===== src/bsft_pkg.sv =====
// Shared types and constants of the byte stuffing framer
`default_nettype none
package bsft_pkg;

   localparam int BYTE_W     = 8;
   localparam int LIST_DEPTH = 9;
   localparam int LIST_IDX_W = $clog2(LIST_DEPTH + 1);
   localparam int CSR_IDX_W  = 3;

   localparam logic [CSR_IDX_W-1:0] CSR_FLAG     = 3'd0;
   localparam logic [CSR_IDX_W-1:0] CSR_ESCAPE   = 3'd1;
   localparam logic [CSR_IDX_W-1:0] CSR_MASK     = 3'd2;
   localparam logic [CSR_IDX_W-1:0] CSR_ADDRESS  = 3'd3;
   localparam logic [CSR_IDX_W-1:0] CSR_CTRL_ZERO = 3'd4;
   localparam logic [CSR_IDX_W-1:0] CSR_CTRL_ONE  = 3'd5;

   localparam logic [BYTE_W-1:0] RST_FLAG      = 8'h7E;
   localparam logic [BYTE_W-1:0] RST_ESCAPE    = 8'h7D;
   localparam logic [BYTE_W-1:0] RST_MASK      = 8'h20;
   localparam logic [BYTE_W-1:0] RST_ADDRESS   = 8'h03;
   localparam logic [BYTE_W-1:0] RST_CTRL_ZERO = 8'h00;
   localparam logic [BYTE_W-1:0] RST_CTRL_ONE  = 8'h40;

   typedef struct packed {
      logic [BYTE_W-1:0] flag;
      logic [BYTE_W-1:0] escape;
      logic [BYTE_W-1:0] mask;
      logic [BYTE_W-1:0] address;
      logic [BYTE_W-1:0] ctrl_zero;
      logic [BYTE_W-1:0] ctrl_one;
   } csr_type;

   // Line words produced by one payload word
   typedef struct packed {
      logic [LIST_DEPTH-1:0][BYTE_W-1:0] bytes;
      logic [LIST_IDX_W-1:0]             count;
      logic                              closes_frame;
   } word_list_type;

endpackage
`default_nettype wire


===== src/bsft_channels.sv =====
// Handshake interfaces for the payload and line channels
`default_nettype none
interface bsft_req_if;
   logic                      valid;
   logic                      ready;
   logic [bsft_pkg::BYTE_W-1:0] payload_byte;
   logic                      final_byte;
   logic                      sequence_bit;

   modport source (output valid, payload_byte, final_byte, sequence_bit, input ready);
   modport sink   (input valid, payload_byte, final_byte, sequence_bit, output ready);
endinterface

interface bsft_rsp_if;
   logic                      valid;
   logic                      ready;
   logic [bsft_pkg::BYTE_W-1:0] line_byte;
   logic                      frame_done;
   logic                      run_last;

   modport source (output valid, line_byte, frame_done, run_last, input ready);
   modport sink   (input valid, line_byte, frame_done, run_last, output ready);
endinterface
`default_nettype wire


===== src/bsft_csr.sv =====
// Configuration register file of the framer
`default_nettype none
module bsft_csr (
   input  wire logic                           clock,
   input  wire logic                           reset,
   input  wire logic                           csr_write_en,
   input  wire logic [bsft_pkg::CSR_IDX_W-1:0] csr_index,
   input  wire logic [bsft_pkg::BYTE_W-1:0]    csr_write_data,
   output bsft_pkg::csr_type                   cfg
);

   bsft_pkg::csr_type regs_ff;

   always_ff @(posedge clock) begin
      if (reset) begin
         regs_ff.flag      <= bsft_pkg::RST_FLAG;
         regs_ff.escape    <= bsft_pkg::RST_ESCAPE;
         regs_ff.mask      <= bsft_pkg::RST_MASK;
         regs_ff.address   <= bsft_pkg::RST_ADDRESS;
         regs_ff.ctrl_zero <= bsft_pkg::RST_CTRL_ZERO;
         regs_ff.ctrl_one  <= bsft_pkg::RST_CTRL_ONE;
      end else if (csr_write_en) begin
         case (csr_index)
            bsft_pkg::CSR_FLAG:      regs_ff.flag      <= csr_write_data;
            bsft_pkg::CSR_ESCAPE:    regs_ff.escape    <= csr_write_data;
            bsft_pkg::CSR_MASK:      regs_ff.mask      <= csr_write_data;
            bsft_pkg::CSR_ADDRESS:   regs_ff.address   <= csr_write_data;
            bsft_pkg::CSR_CTRL_ZERO: regs_ff.ctrl_zero <= csr_write_data;
            bsft_pkg::CSR_CTRL_ONE:  regs_ff.ctrl_one  <= csr_write_data;
            default: ;
         endcase
      end
   end

   assign cfg = regs_ff;

endmodule
`default_nettype wire


===== src/bsft_expand.sv =====
// Expands a payload word: header if first, stuffed payload, trailer if final
`default_nettype none
module bsft_expand (
   input  wire logic                        clock,
   input  wire logic                        reset,
   input  bsft_pkg::csr_type                cfg,
   input  wire logic [bsft_pkg::BYTE_W-1:0] payload_byte,
   input  wire logic                        final_byte,
   input  wire logic                        sequence_bit,
   input  wire logic                        accept,
   output bsft_pkg::word_list_type          list
);

   logic                        inside_frame_ff;
   logic                        inside_frame_in;
   logic [bsft_pkg::BYTE_W-1:0] check_ff;
   logic [bsft_pkg::BYTE_W-1:0] check_in;
   logic [bsft_pkg::BYTE_W-1:0] ctrl;
   logic [bsft_pkg::BYTE_W-1:0] new_check;
   logic                        pay_esc;
   logic                        chk_esc;
   logic [bsft_pkg::LIST_IDX_W-1:0] n;

   assign ctrl      = sequence_bit ? cfg.ctrl_one : cfg.ctrl_zero;
   assign new_check = (inside_frame_ff ? check_ff : '0) ^ payload_byte;
   assign pay_esc   = (payload_byte == cfg.flag) || (payload_byte == cfg.escape);
   assign chk_esc   = (new_check == cfg.flag) || (new_check == cfg.escape);

   // Append words in order; n is the next free slot
   always_comb begin
      list.bytes        = '0;
      list.closes_frame = final_byte;
      n                 = '0;
      if (!inside_frame_ff) begin
         list.bytes[0] = cfg.flag;
         list.bytes[1] = cfg.address;
         list.bytes[2] = ctrl;
         list.bytes[3] = cfg.address ^ ctrl;
         n             = bsft_pkg::LIST_IDX_W'(4);
      end
      if (pay_esc) begin
         list.bytes[n]                                = cfg.escape;
         list.bytes[bsft_pkg::LIST_IDX_W'(n + 1'b1)]  = payload_byte ^ cfg.mask;
         n = bsft_pkg::LIST_IDX_W'(n + 2'd2);
      end else begin
         list.bytes[n] = payload_byte;
         n = bsft_pkg::LIST_IDX_W'(n + 1'b1);
      end
      if (final_byte) begin
         if (chk_esc) begin
            list.bytes[n]                               = cfg.escape;
            list.bytes[bsft_pkg::LIST_IDX_W'(n + 1'b1)] = new_check ^ cfg.mask;
            n = bsft_pkg::LIST_IDX_W'(n + 2'd2);
         end else begin
            list.bytes[n] = new_check;
            n = bsft_pkg::LIST_IDX_W'(n + 1'b1);
         end
         list.bytes[n] = cfg.flag;
         n = bsft_pkg::LIST_IDX_W'(n + 1'b1);
      end
      list.count = n;
   end

   assign inside_frame_in = accept ? !final_byte : inside_frame_ff;
   assign check_in        = accept ? (final_byte ? '0 : new_check) : check_ff;

   always_ff @(posedge clock) begin
      if (reset) begin
         inside_frame_ff <= 1'b0;
         check_ff        <= '0;
      end else begin
         inside_frame_ff <= inside_frame_in;
         check_ff        <= check_in;
      end
   end

endmodule
`default_nettype wire


===== src/bsft_emit.sv =====
// Holds one word list and sends it out one line word per cycle while the output is not stalled
`default_nettype none
module bsft_emit (
   input  wire logic                         clock,
   input  wire logic                         reset,
   input  bsft_pkg::word_list_type           list_in,
   input  wire logic                         req_valid,
   output logic                              req_ready,
   output logic                              accept,
   output logic                              rsp_valid,
   input  wire logic                         rsp_ready,
   output logic [bsft_pkg::BYTE_W-1:0]       rsp_line_byte,
   output logic                              rsp_frame_done,
   output logic                              rsp_run_last
);

   bsft_pkg::word_list_type         list_ff;
   logic [bsft_pkg::LIST_IDX_W-1:0] idx_ff;
   logic                            busy_ff;
   logic                            valid_ff;
   logic [bsft_pkg::BYTE_W-1:0]     byte_ff;
   logic                            done_ff;
   logic                            last_ff;
   logic                            out_load;
   logic                            move;
   logic                            at_end;

   assign out_load  = !valid_ff || rsp_ready;
   assign move      = busy_ff && out_load;
   assign at_end    = (idx_ff == bsft_pkg::LIST_IDX_W'(list_ff.count - 1'b1));
   assign req_ready = !busy_ff || (move && at_end);
   assign accept    = req_valid && req_ready;

   always_ff @(posedge clock) begin
      if (reset) begin
         busy_ff  <= 1'b0;
         idx_ff   <= '0;
         valid_ff <= 1'b0;
      end else begin
         if (accept) begin
            busy_ff <= 1'b1;
            idx_ff  <= '0;
         end else if (move) begin
            idx_ff <= bsft_pkg::LIST_IDX_W'(idx_ff + 1'b1);
            if (at_end) begin
               busy_ff <= 1'b0;
            end
         end
         if (move) begin
            valid_ff <= 1'b1;
         end else if (out_load) begin
            valid_ff <= 1'b0;
         end
      end
   end

   // Payload registers, no reset
   always_ff @(posedge clock) begin
      if (accept) begin
         list_ff <= list_in;
      end
      if (move) begin
         byte_ff <= list_ff.bytes[idx_ff];
         last_ff <= at_end;
         done_ff <= at_end && list_ff.closes_frame;
      end
   end

   assign rsp_valid      = valid_ff;
   assign rsp_line_byte  = byte_ff;
   assign rsp_frame_done = done_ff;
   assign rsp_run_last   = last_ff;

endmodule
`default_nettype wire


===== src/byte_stuffing_frame_transmitter.sv =====
// Top level of the byte stuffing frame transmitter
//
//   channel   dir   handshake        word contents
//   req_bus   in    valid / ready    payload_byte, final_byte, sequence_bit
//   rsp_bus   out   valid / ready    line_byte, frame_done, run_last
//   csr_*     in    write enable     csr_index, csr_write_data
//
// A payload word turns into 1 to 9 line words: 4 header words on the first word of a
// frame, 1 or 2 for the stuffed payload, and on the final word 1 or 2 for the stuffed
// check plus the closing flag. One line word leaves the output register per cycle
// while rsp_bus is not stalled.
// Reset is synchronous; it restores the register defaults, closes any open frame and
// drops the output valid.
// A stalled rsp_bus holds the output word; the next payload word is taken in the same
// cycle that the last line word of the current one moves to the output register.
`default_nettype none
module byte_stuffing_frame_transmitter (
   input  wire logic                           clock,
   input  wire logic                           reset,
   bsft_req_if.sink                            req_bus,
   bsft_rsp_if.source                          rsp_bus,
   input  wire logic                           csr_write_en,
   input  wire logic [bsft_pkg::CSR_IDX_W-1:0] csr_index,
   input  wire logic [bsft_pkg::BYTE_W-1:0]    csr_write_data
);

   bsft_pkg::csr_type       cfg;
   bsft_pkg::word_list_type list;
   logic                    accept;

   // Configuration registers; the user must write them only while the block is idle, the block does not enforce it
   bsft_csr u_csr (
      .clock          (clock),
      .reset          (reset),
      .csr_write_en   (csr_write_en),
      .csr_index      (csr_index),
      .csr_write_data (csr_write_data),
      .cfg            (cfg)
   );

   // Build the full line word list of the incoming payload word and advance the
   // frame state (open flag, running check) when the word is taken
   bsft_expand u_expand (
      .clock        (clock),
      .reset        (reset),
      .cfg          (cfg),
      .payload_byte (req_bus.payload_byte),
      .final_byte   (req_bus.final_byte),
      .sequence_bit (req_bus.sequence_bit),
      .accept       (accept),
      .list         (list)
   );

   // Hold the list and drain it into the output register, one word per cycle while rsp_bus is not stalled
   bsft_emit u_emit (
      .clock          (clock),
      .reset          (reset),
      .list_in        (list),
      .req_valid      (req_bus.valid),
      .req_ready      (req_bus.ready),
      .accept         (accept),
      .rsp_valid      (rsp_bus.valid),
      .rsp_ready      (rsp_bus.ready),
      .rsp_line_byte  (rsp_bus.line_byte),
      .rsp_frame_done (rsp_bus.frame_done),
      .rsp_run_last   (rsp_bus.run_last)
   );

endmodule
`default_nettype wire


===== src/flat_wrapper.sv =====
// flat-port wrapper written by rule: the top's interface ports become plain ports
module byte_stuffing_frame_transmitter_flat 
  (clock, reset, csr_write_en, csr_index, csr_write_data, req_bus_valid, req_bus_payload_byte, req_bus_final_byte, req_bus_sequence_bit, req_bus_ready, rsp_bus_valid, rsp_bus_line_byte, rsp_bus_frame_done, rsp_bus_run_last, rsp_bus_ready);
  bsft_req_if req_bus_i ();
  bsft_rsp_if rsp_bus_i ();
  input  wire logic clock;
  input  wire logic reset;
  input  wire logic csr_write_en;
  input  wire logic [bsft_pkg::CSR_IDX_W-1:0] csr_index;
  input  wire logic [bsft_pkg::BYTE_W-1:0] csr_write_data;
  input wire logic [$bits(req_bus_i.valid)-1:0] req_bus_valid;
  input wire logic [$bits(req_bus_i.payload_byte)-1:0] req_bus_payload_byte;
  input wire logic [$bits(req_bus_i.final_byte)-1:0] req_bus_final_byte;
  input wire logic [$bits(req_bus_i.sequence_bit)-1:0] req_bus_sequence_bit;
  output wire logic [$bits(req_bus_i.ready)-1:0] req_bus_ready;
  output wire logic [$bits(rsp_bus_i.valid)-1:0] rsp_bus_valid;
  output wire logic [$bits(rsp_bus_i.line_byte)-1:0] rsp_bus_line_byte;
  output wire logic [$bits(rsp_bus_i.frame_done)-1:0] rsp_bus_frame_done;
  output wire logic [$bits(rsp_bus_i.run_last)-1:0] rsp_bus_run_last;
  input wire logic [$bits(rsp_bus_i.ready)-1:0] rsp_bus_ready;
  assign req_bus_i.valid = req_bus_valid;
  assign req_bus_i.payload_byte = req_bus_payload_byte;
  assign req_bus_i.final_byte = req_bus_final_byte;
  assign req_bus_i.sequence_bit = req_bus_sequence_bit;
  assign req_bus_ready = req_bus_i.ready;
  assign rsp_bus_valid = rsp_bus_i.valid;
  assign rsp_bus_line_byte = rsp_bus_i.line_byte;
  assign rsp_bus_frame_done = rsp_bus_i.frame_done;
  assign rsp_bus_run_last = rsp_bus_i.run_last;
  assign rsp_bus_i.ready = rsp_bus_ready;
  byte_stuffing_frame_transmitter u_core (.clock(clock), .reset(reset), .req_bus(req_bus_i), .rsp_bus(rsp_bus_i), .csr_write_en(csr_write_en), .csr_index(csr_index), .csr_write_data(csr_write_data));
endmodule

===== config.mk =====
export PLATFORM = sky130hd
export DESIGN_NAME = byte_stuffing_frame_transmitter_flat
export DESIGN_NICKNAME = d
export VERILOG_FILES = /design/src/bsft_pkg.sv /design/src/bsft_channels.sv /design/src/bsft_csr.sv /design/src/bsft_expand.sv /design/src/bsft_emit.sv /design/src/byte_stuffing_frame_transmitter.sv /design/src/flat_wrapper.sv
export SDC_FILE = /design/constraint.sdc
export NUM_CORES = 1
export LEC_CHECK = 0
export BUFFER_PORTS_ARGS = -buffer_cell sky130_fd_sc_hd__buf_2
export CORE_MARGIN = 2
export CORE_UTILIZATION = 40
export CTS_CLUSTER_SIZE = 8
export DETAILED_ROUTE_END_ITERATION = 8
export HOLD_SLACK_MARGIN = 0.06
export MAX_ROUTING_LAYER = met4
export PLACE_DENSITY_LB_ADDON = 0.05
export SLEW_MARGIN = 20
export SYNTH_ARGS = -nofsm -noshare
export SYNTH_HDL_FRONTEND = slang
export SYNTH_SLANG_ARGS = --single-unit

===== constraint.sdc =====
create_clock -name clock -period 5 [get_ports clock]
set_input_delay 0.5 -clock clock [delete_from_list [all_inputs] [get_ports clock]]
set_output_delay 0.5 -clock clock [all_outputs]
set_load 0.01 [all_outputs]

==> results.yml, run 1 <==
status:
  outcome: "complete, no violations"
setup_path:
  setup.worst_path.start: "u_core.u_csr.cfg[42]$_SDFFE_PP1P_"
  start_kind: "flop"
  reg2reg_slack_ns: 0.58
  crit_type: "flop to flop"
  cp-endpoint: "u_core.u_emit.list_ff[25]$_DFFE_PP_"
  crit_path_end_kind: "flop"
  worstPathRequired_ns: 5.22
  arrival_ns: 4.63
  crit_fanout: 17
  crit-reg2reg-launch: "u_core.u_csr.cfg[42]$_SDFFE_PP1P_"
  reg2reg_to: "u_core.u_emit.list_ff[25]$_DFFE_PP_"
  reg2reg_depth: 12
drt:
  drtPass1Iterations: 5
  antenna_left: 0
  wl_mm: 35.2
  wire_per_inst_um: 25.9
  route.detailed.drc: 0
  via_count: 8282
  drt_iter0_markers: 905
  vias_per_cell: 6.09
floorplanning:
  die-width_um: 160
  coreArea_sq_um: 24100
  rows: 57
  die_h_um: 160
  start_util_pct: 40.4
  ios: 38
  die-area_sq_um: 25600
pwr:
  leakage_nw: 3.83
  ir_drop_uv: 203
  power_mw: 3.27
  powerDensity_nw_per_um2: 305
finish:
  area_growth_pct: 10.1
  final_area_sq_um: 10700
  final_cell_mix: "nand2_1 (165), edfxtp_1 (87), dfxtp_1 (63)"
  drive_above_1_share_pct: 13.1
  fin_nets: 1060
  mostFrequentLayoutCell: "nand2_1"
  diodes: 0
cts:
  cts_tree: "done"
  clock-sinks: 150
  ctsLongestPathBuffers: 2
  cts_inserted_buffers: 17
  post_cts_buffers: 0
  clock-root-buffer: "clkbuf_16"
  holdBufCountCts: 0
  htreeDepth: 4
  clk_pin_slew_ns: 0.07
  clk_latency_ns: 0.44
  post_cts_resized: 0
place:
  dp_slack_ns: 0.685
  gp_congestion: 0.975
  placed_area_sq_um: 10100
  portBuffers: 37
  hpwl_mm: 25.6
sta:
  setup-violations-final: 0
  finalMaxSlewViolations: 0
  period_minus_slack_ns: 4.42
  setup_tns_ns: 0
  hold_violations: 0
  layout_setup_ws_ns: 0.584
  slew_headroom_pct: 33.7
  max_freq_mhz: 226
  period_share_pct: 88.3
  finClkSkew_ns: 0.0127
  hold_ws_ns: 0.288
  worstMarginPinSlew_ns: 0.988
  grt_setup_unrepaired: "no"
logic_synthesis:
  netlist_area_sq_um: 9740
  yosysWarnings: 0
  synth_seq_cells: 150
  syn_inst: 1028
  synth_seq_area_share_pct: 39.8
  mappedNetlistNets: 1066
  synth_flop_cell: "edfxtp_1"
  async_flop_share_pct: 0
  synth_edf_count: 87
  ys_types: 74
  avgSynthCellArea_sq_um: 9.48
global_routing:
  grt_pass1_vias: 7705
  grtUsageTotal_pct: 28.7
  grt_overflow_total: 0
  grt_pass1_wl_mm: 52.3
  grt_max_degree: 64
  antenna_found_initial: 0
job:
  cap_violations: 0
worst_hold_path:
  hp-class: "input pin to flop"
## routing by layer
metal	part of all wire (%)	up-vias	global-route usage, %
met4	3.9	0	10.6
met5	0	-	-
li1	-	3811	-
met1	44	3968	38.5
met3	7.7	87	5.84
met2	44	416	42.9
## worst min path at each step
stage	start	to	slack, ns	cells after the start
after floorplan	u_core.u_expand.check_ff[2]$_SDFFE_PP0P_	u_core.u_expand.check_ff[2]$_SDFFE_PP0P_	0.43	2
after global placement	u_core.u_csr.cfg[12]$_SDFFE_PP0P_	u_core.u_csr.cfg[12]$_SDFFE_PP0P_	0.44	2
after detailed placement	u_core.u_csr.cfg[2]$_SDFFE_PP0P_	u_core.u_csr.cfg[2]$_SDFFE_PP0P_	0.45	2
after CTS	req_bus_valid	u_core.u_emit.busy_ff$_SDFFE_PP0P_	0.28	3
final	req_bus_valid	u_core.u_emit.busy_ff$_SDFFE_PP0P_	0.29	3
after global routing	req_bus_valid	u_core.u_emit.busy_ff$_SDFFE_PP0P_	0.30	3
## synth_stat cells (all sizes together) (5+ instances only)
library cell  instances  share of area (%)
o22ai                22                1.4
o221ai               23                2.1
nand3b               13                1.0
a22oi                11               0.85
mux4                 16                3.7
o311a                 5               0.51
o2111ai               7               0.63
xnor2                50                4.5
edfxtp               87                 27
nand4                 7               0.45
buf                  49                3.0
nor4                  5               0.32
a211o                10               0.90
and2                 12               0.77
a211oi               23                2.1
o21ai                47                2.6
dfxtp                63                 13
mux2i                37                3.8
ha                   12                1.5
a21oi                58                3.1
o31ai                 7               0.54
clkbuf               39                1.5
a2111o                5               0.58
a221oi               12                1.2
xor2                 20                1.8
inv                  24               0.92
a31oi                 8               0.51
nand2               166                6.4
a32oi                 7               0.63
nor3                 22                1.1
nand3                19               0.98
or3                  22                1.4
nor2b                 9               0.58
nor2                 54                2.2
or4                   5               0.39
a22o                  8               0.72
xnor3                 6                1.4
## layout make-up
| cell class | count | area, sq um |
|---|---|---|
| clock buffers | 17 | 425 |
| clock inverters | 15 | 189 |
| fillers | 2395 | 13400 |
| inverters | 26 | 98.8 |
| multi-input cells | 764 | 5340 |
| flip-flops and latches | 150 | 3870 |
| well taps | 324 | 405 |
| repair buffers | 63 | 393 |
## where the power goes
part / internal, mW / total [mW] / switching [mW]
Sequential: 1.39 / 1.43 / 0.0416
Clock: 0.760 / 1.35 / 0.593
Combinational: 0.175 / 0.489 / 0.314
## kinds of logic (layout without fill, tap and decap cells)
group / Yosys count / count (layout) / synth area share, %
AO/OA/AOI/OAI: 270 / 270 / 20.2
XOR/XNOR: 80 / 80 / 8.66
adder cells (fa/ha/maj): 12 / 12 / 1.54
buffers and inverters: 114 / 121 / 5.52
flip-flops: 150 / 150 / 39.8
multiplexers: 54 / 54 / 7.66
AND/OR/NAND/NOR: 348 / 348 / 16.7
## registers in the layout (all words and copies together), names as in the netlist
name	cells
u_core.u_emit.rsp_valid	1
u_core.u_csr.cfg	48
u_core.u_emit.rsp_frame_done	1
u_core.u_expand.inside_frame_ff	1
u_core.u_expand.check_ff	8
u_core.u_emit.rsp_line_byte	8
u_core.u_emit.list_ff	77
u_core.u_emit.rsp_run_last	1
u_core.u_emit.idx_ff	4
u_core.u_emit.busy_ff	1
## critical path: stages, from the launching register on
cell and delay, ns:
dfxtp_1 0.82, xnor2_1 0.21, nand4_1 0.11, nor2_1 0.05, buf_4 0.15, or2_2 0.47
ha_1 0.28, inv_1 0.12, nor3_1 0.15, or4_1 0.59, a21boi_1 0.74, a211oi_1 0.16
o22ai_1 0.34
## metrics by stage
stage          cells  util, %
6_report        1359     44.5
5_1_grt         1359     44.5
4_1_cts         1359     44.5
3_5_place_dp    1327     41.9
3_3_place_gp    1327     41.9
2_1_floorplan   1028        -
Power figures use the tool's default switching activity.
==> inputs of run 2 (changes only) <==
==> constraint.sdc (replaced) <==
create_clock -name clock -period 5.65 [get_ports clock]
set_input_delay 0.565 -clock clock [delete_from_list [all_inputs] [get_ports clock]]
set_output_delay 0.565 -clock clock [all_outputs]
set_load 0.01 [all_outputs]
==> run 2 against run 1 <==
Compared with the run above: combinational power down 13%; count of clock-buffer cells in the layout up 2; die area unchanged; power down 14%; largest cell class unchanged; sequential power down 11%; non-clock buffer count down 12; first-iteration DRC count up 7.5%; clock skew up 0.0017 ns; critical path depth down 1; global-route usage about the same; worst setup slack better by 0.26 ns; highest routed layer unchanged.
==> results.yml, run 2 (same netlist as run 1, synthesis figures left out) <==
global_routing:
  grt_max_degree: 64
  grtUsageTotal_pct: 28.6
  grt_overflow_total: 0
  grt_pass1_vias: 7848
  antenna_found_initial: 1
  grt_pass1_wl_mm: 52.7
setup_path:
  worstPathRequired_ns: 5.80
  arrival_ns: 4.95
  crit-reg2reg-launch: "u_core.u_csr.cfg[46]$_SDFFE_PP1P_"
  crit_type: "flop to flop"
  reg2reg_to: "u_core.u_emit.list_ff[21]$_DFFE_PP_"
  cpPeakStageDelay_ns: 0.92
  start_kind: "flop"
  reg2reg_slack_ns: 0.85
  critPathSlowestCell: "nor3_1"
  reg2reg_depth: 11
  crit_path_end_kind: "flop"
  crit_chain: "xnor2_1, nand4_1, nor2_1, or2_2, ha_1, inv_1, nor3_1, or4_1, a21boi_1, a211oi_1, o22ai_1"
  crit_fanout: 17
drt:
  vias_per_cell: 6.16
  route.detailed.drc: 0
  drtPass1Iterations: 5
  wire_per_inst_um: 26.4
  antenna_left: 0
  wl_mm: 35.6
  drt_iter0_markers: 973
  via_count: 8306
cts:
  post_cts_buffers: 0
  clk_pin_slew_ns: 0.07
  htreeDepth: 4
  clock-root-buffer: "clkbuf_16"
  clock-sinks: 150
  clk_latency_ns: 0.45
  cts_inserted_buffers: 17
  cts_tree: "done"
  post_cts_resized: 0
  holdBufCountCts: 0
  ctsLongestPathBuffers: 2
sta:
  setup_tns_ns: 0
  grt_setup_unrepaired: "no"
  hold_violations: 0
  finClkSkew_ns: 0.0145
  worstMarginPinSlew_ns: 1.13
  period_share_pct: 85.0
  period_minus_slack_ns: 4.80
  slew_headroom_pct: 23.8
  max_freq_mhz: 208
  setup-violations-final: 0
  layout_setup_ws_ns: 0.849
  finalMaxSlewViolations: 0
worst_hold_path:
  hp-class: "input pin to flop"
  holdPathStages: 3
  worstHoldStart: "req_bus_valid"
  hold_end: "u_core.u_emit.busy_ff$_SDFFE_PP0P_"
finish:
  multi_input_area_sq_um: 5340
  final_area_sq_um: 10600
  fin_util_pct: 43.9
  largest_register_ffs: 77
  fin_nets: 1048
  fillers: 2434
  drive_above_1_share_pct: 12.1
  regMostFlops: "u_core.u_emit.list_ff"
  area_growth_pct: 8.64
  regArea_sq_um: 3870
  mostFrequentLayoutCell: "nand2_1"
  final_cell_mix: "nand2_1 (165), edfxtp_1 (87), dfxtp_1 (63)"
pwr:
  leakage_nw: 3.75
  powerDensity_nw_per_um2: 267
  ir_drop_uv: 189
floorplanning:
  die-width_um: 160
  rows: 57
  ios: 38
  die-area_sq_um: 25600
  coreArea_sq_um: 24100
  start_util_pct: 40.4
  die_h_um: 160
job:
  cap_violations: 0
status:
  outcome: "complete, no violations"
place:
  gp_congestion: 0.986
  placed_area_sq_um: 10000
  dp_slack_ns: 1.07
  portBuffers: 37
  hpwl_mm: 25.6
[run 2: worst max-delay path: cells and delay by family, from the launching register on]
family	cells	cell delay, ns
buf+inv	1	0.09
simple gates	5	2.16
xor+xnor	1	0.19
compound gates	3	0.95
flops	1	0.86
fa+ha+maj	1	0.25
[run 2: layer usage]
metal	up-vias	routed length [um]	global-route usage, %
li1	3790	-	-
met1	4017	15600	38.8
met2	416	15700	42.0
met3	83	2690	5.77
met4	0	1500	11.8
met5	-	0	-
[run 2: area by class of cell]
cell class | instances | area share, %
sequential | 150 | 36.6
inverter | 26 | 0.934
multi-input combinational | 764 | 50.4
timing repair buffer | 51 | 2.86
clock buffer | 19 | 4.29
clock inverter | 13 | 1.04
antenna | 1 | 0.0236
tap | 324 | 3.83
[run 2: how the worst max path moves through the flow]
stage | startpoint | to | slack (ns) | depth (start not counted)
3_5_place_dp | req_bus_payload_byte[7] | u_core.u_emit.list_ff[21]$_DFFE_PP_ | 1.07 | 12
2_1_floorplan | u_core.u_emit.list_ff[1]$_DFFE_PP_ | u_core.u_expand.inside_frame_ff$_SDFFE_PP0P_ | 1.14 | 10
3_3_place_gp | req_bus_payload_byte[7] | u_core.u_emit.list_ff[21]$_DFFE_PP_ | 1.03 | 12
5_1_grt | u_core.u_csr.cfg[42]$_SDFFE_PP1P_ | u_core.u_emit.list_ff[32]$_DFFE_PP_ | 0.80 | 11
6_report | u_core.u_csr.cfg[46]$_SDFFE_PP1P_ | u_core.u_emit.list_ff[21]$_DFFE_PP_ | 0.85 | 11
4_1_cts | u_core.u_csr.cfg[46]$_SDFFE_PP1P_ | u_core.u_emit.list_ff[21]$_DFFE_PP_ | 1.10 | 11
[run 2: metrics by stage]
| step | std cells | power (mW) | hold WS [ns] |
|---|---|---|---|
| finish | 1348 | 2.83 | 0.346 |
| global route | 1348 | 2.91 | 0.353 |
| CTS | 1347 | 2.83 | 0.349 |
| detailed placement | 1315 | 1.71 | 0.449 |
| global placement | 1315 | 1.72 | 0.441 |
| floorplan | 1028 | 1.56 | 0.432 |
[run 2: power breakdown]
group          switching [mW]  internal, mW  total [mW]
logic                   0.275         0.152       0.427
registers              0.0429          1.23        1.27
clock network           0.527         0.603        1.13
total                   0.844          1.98        2.83
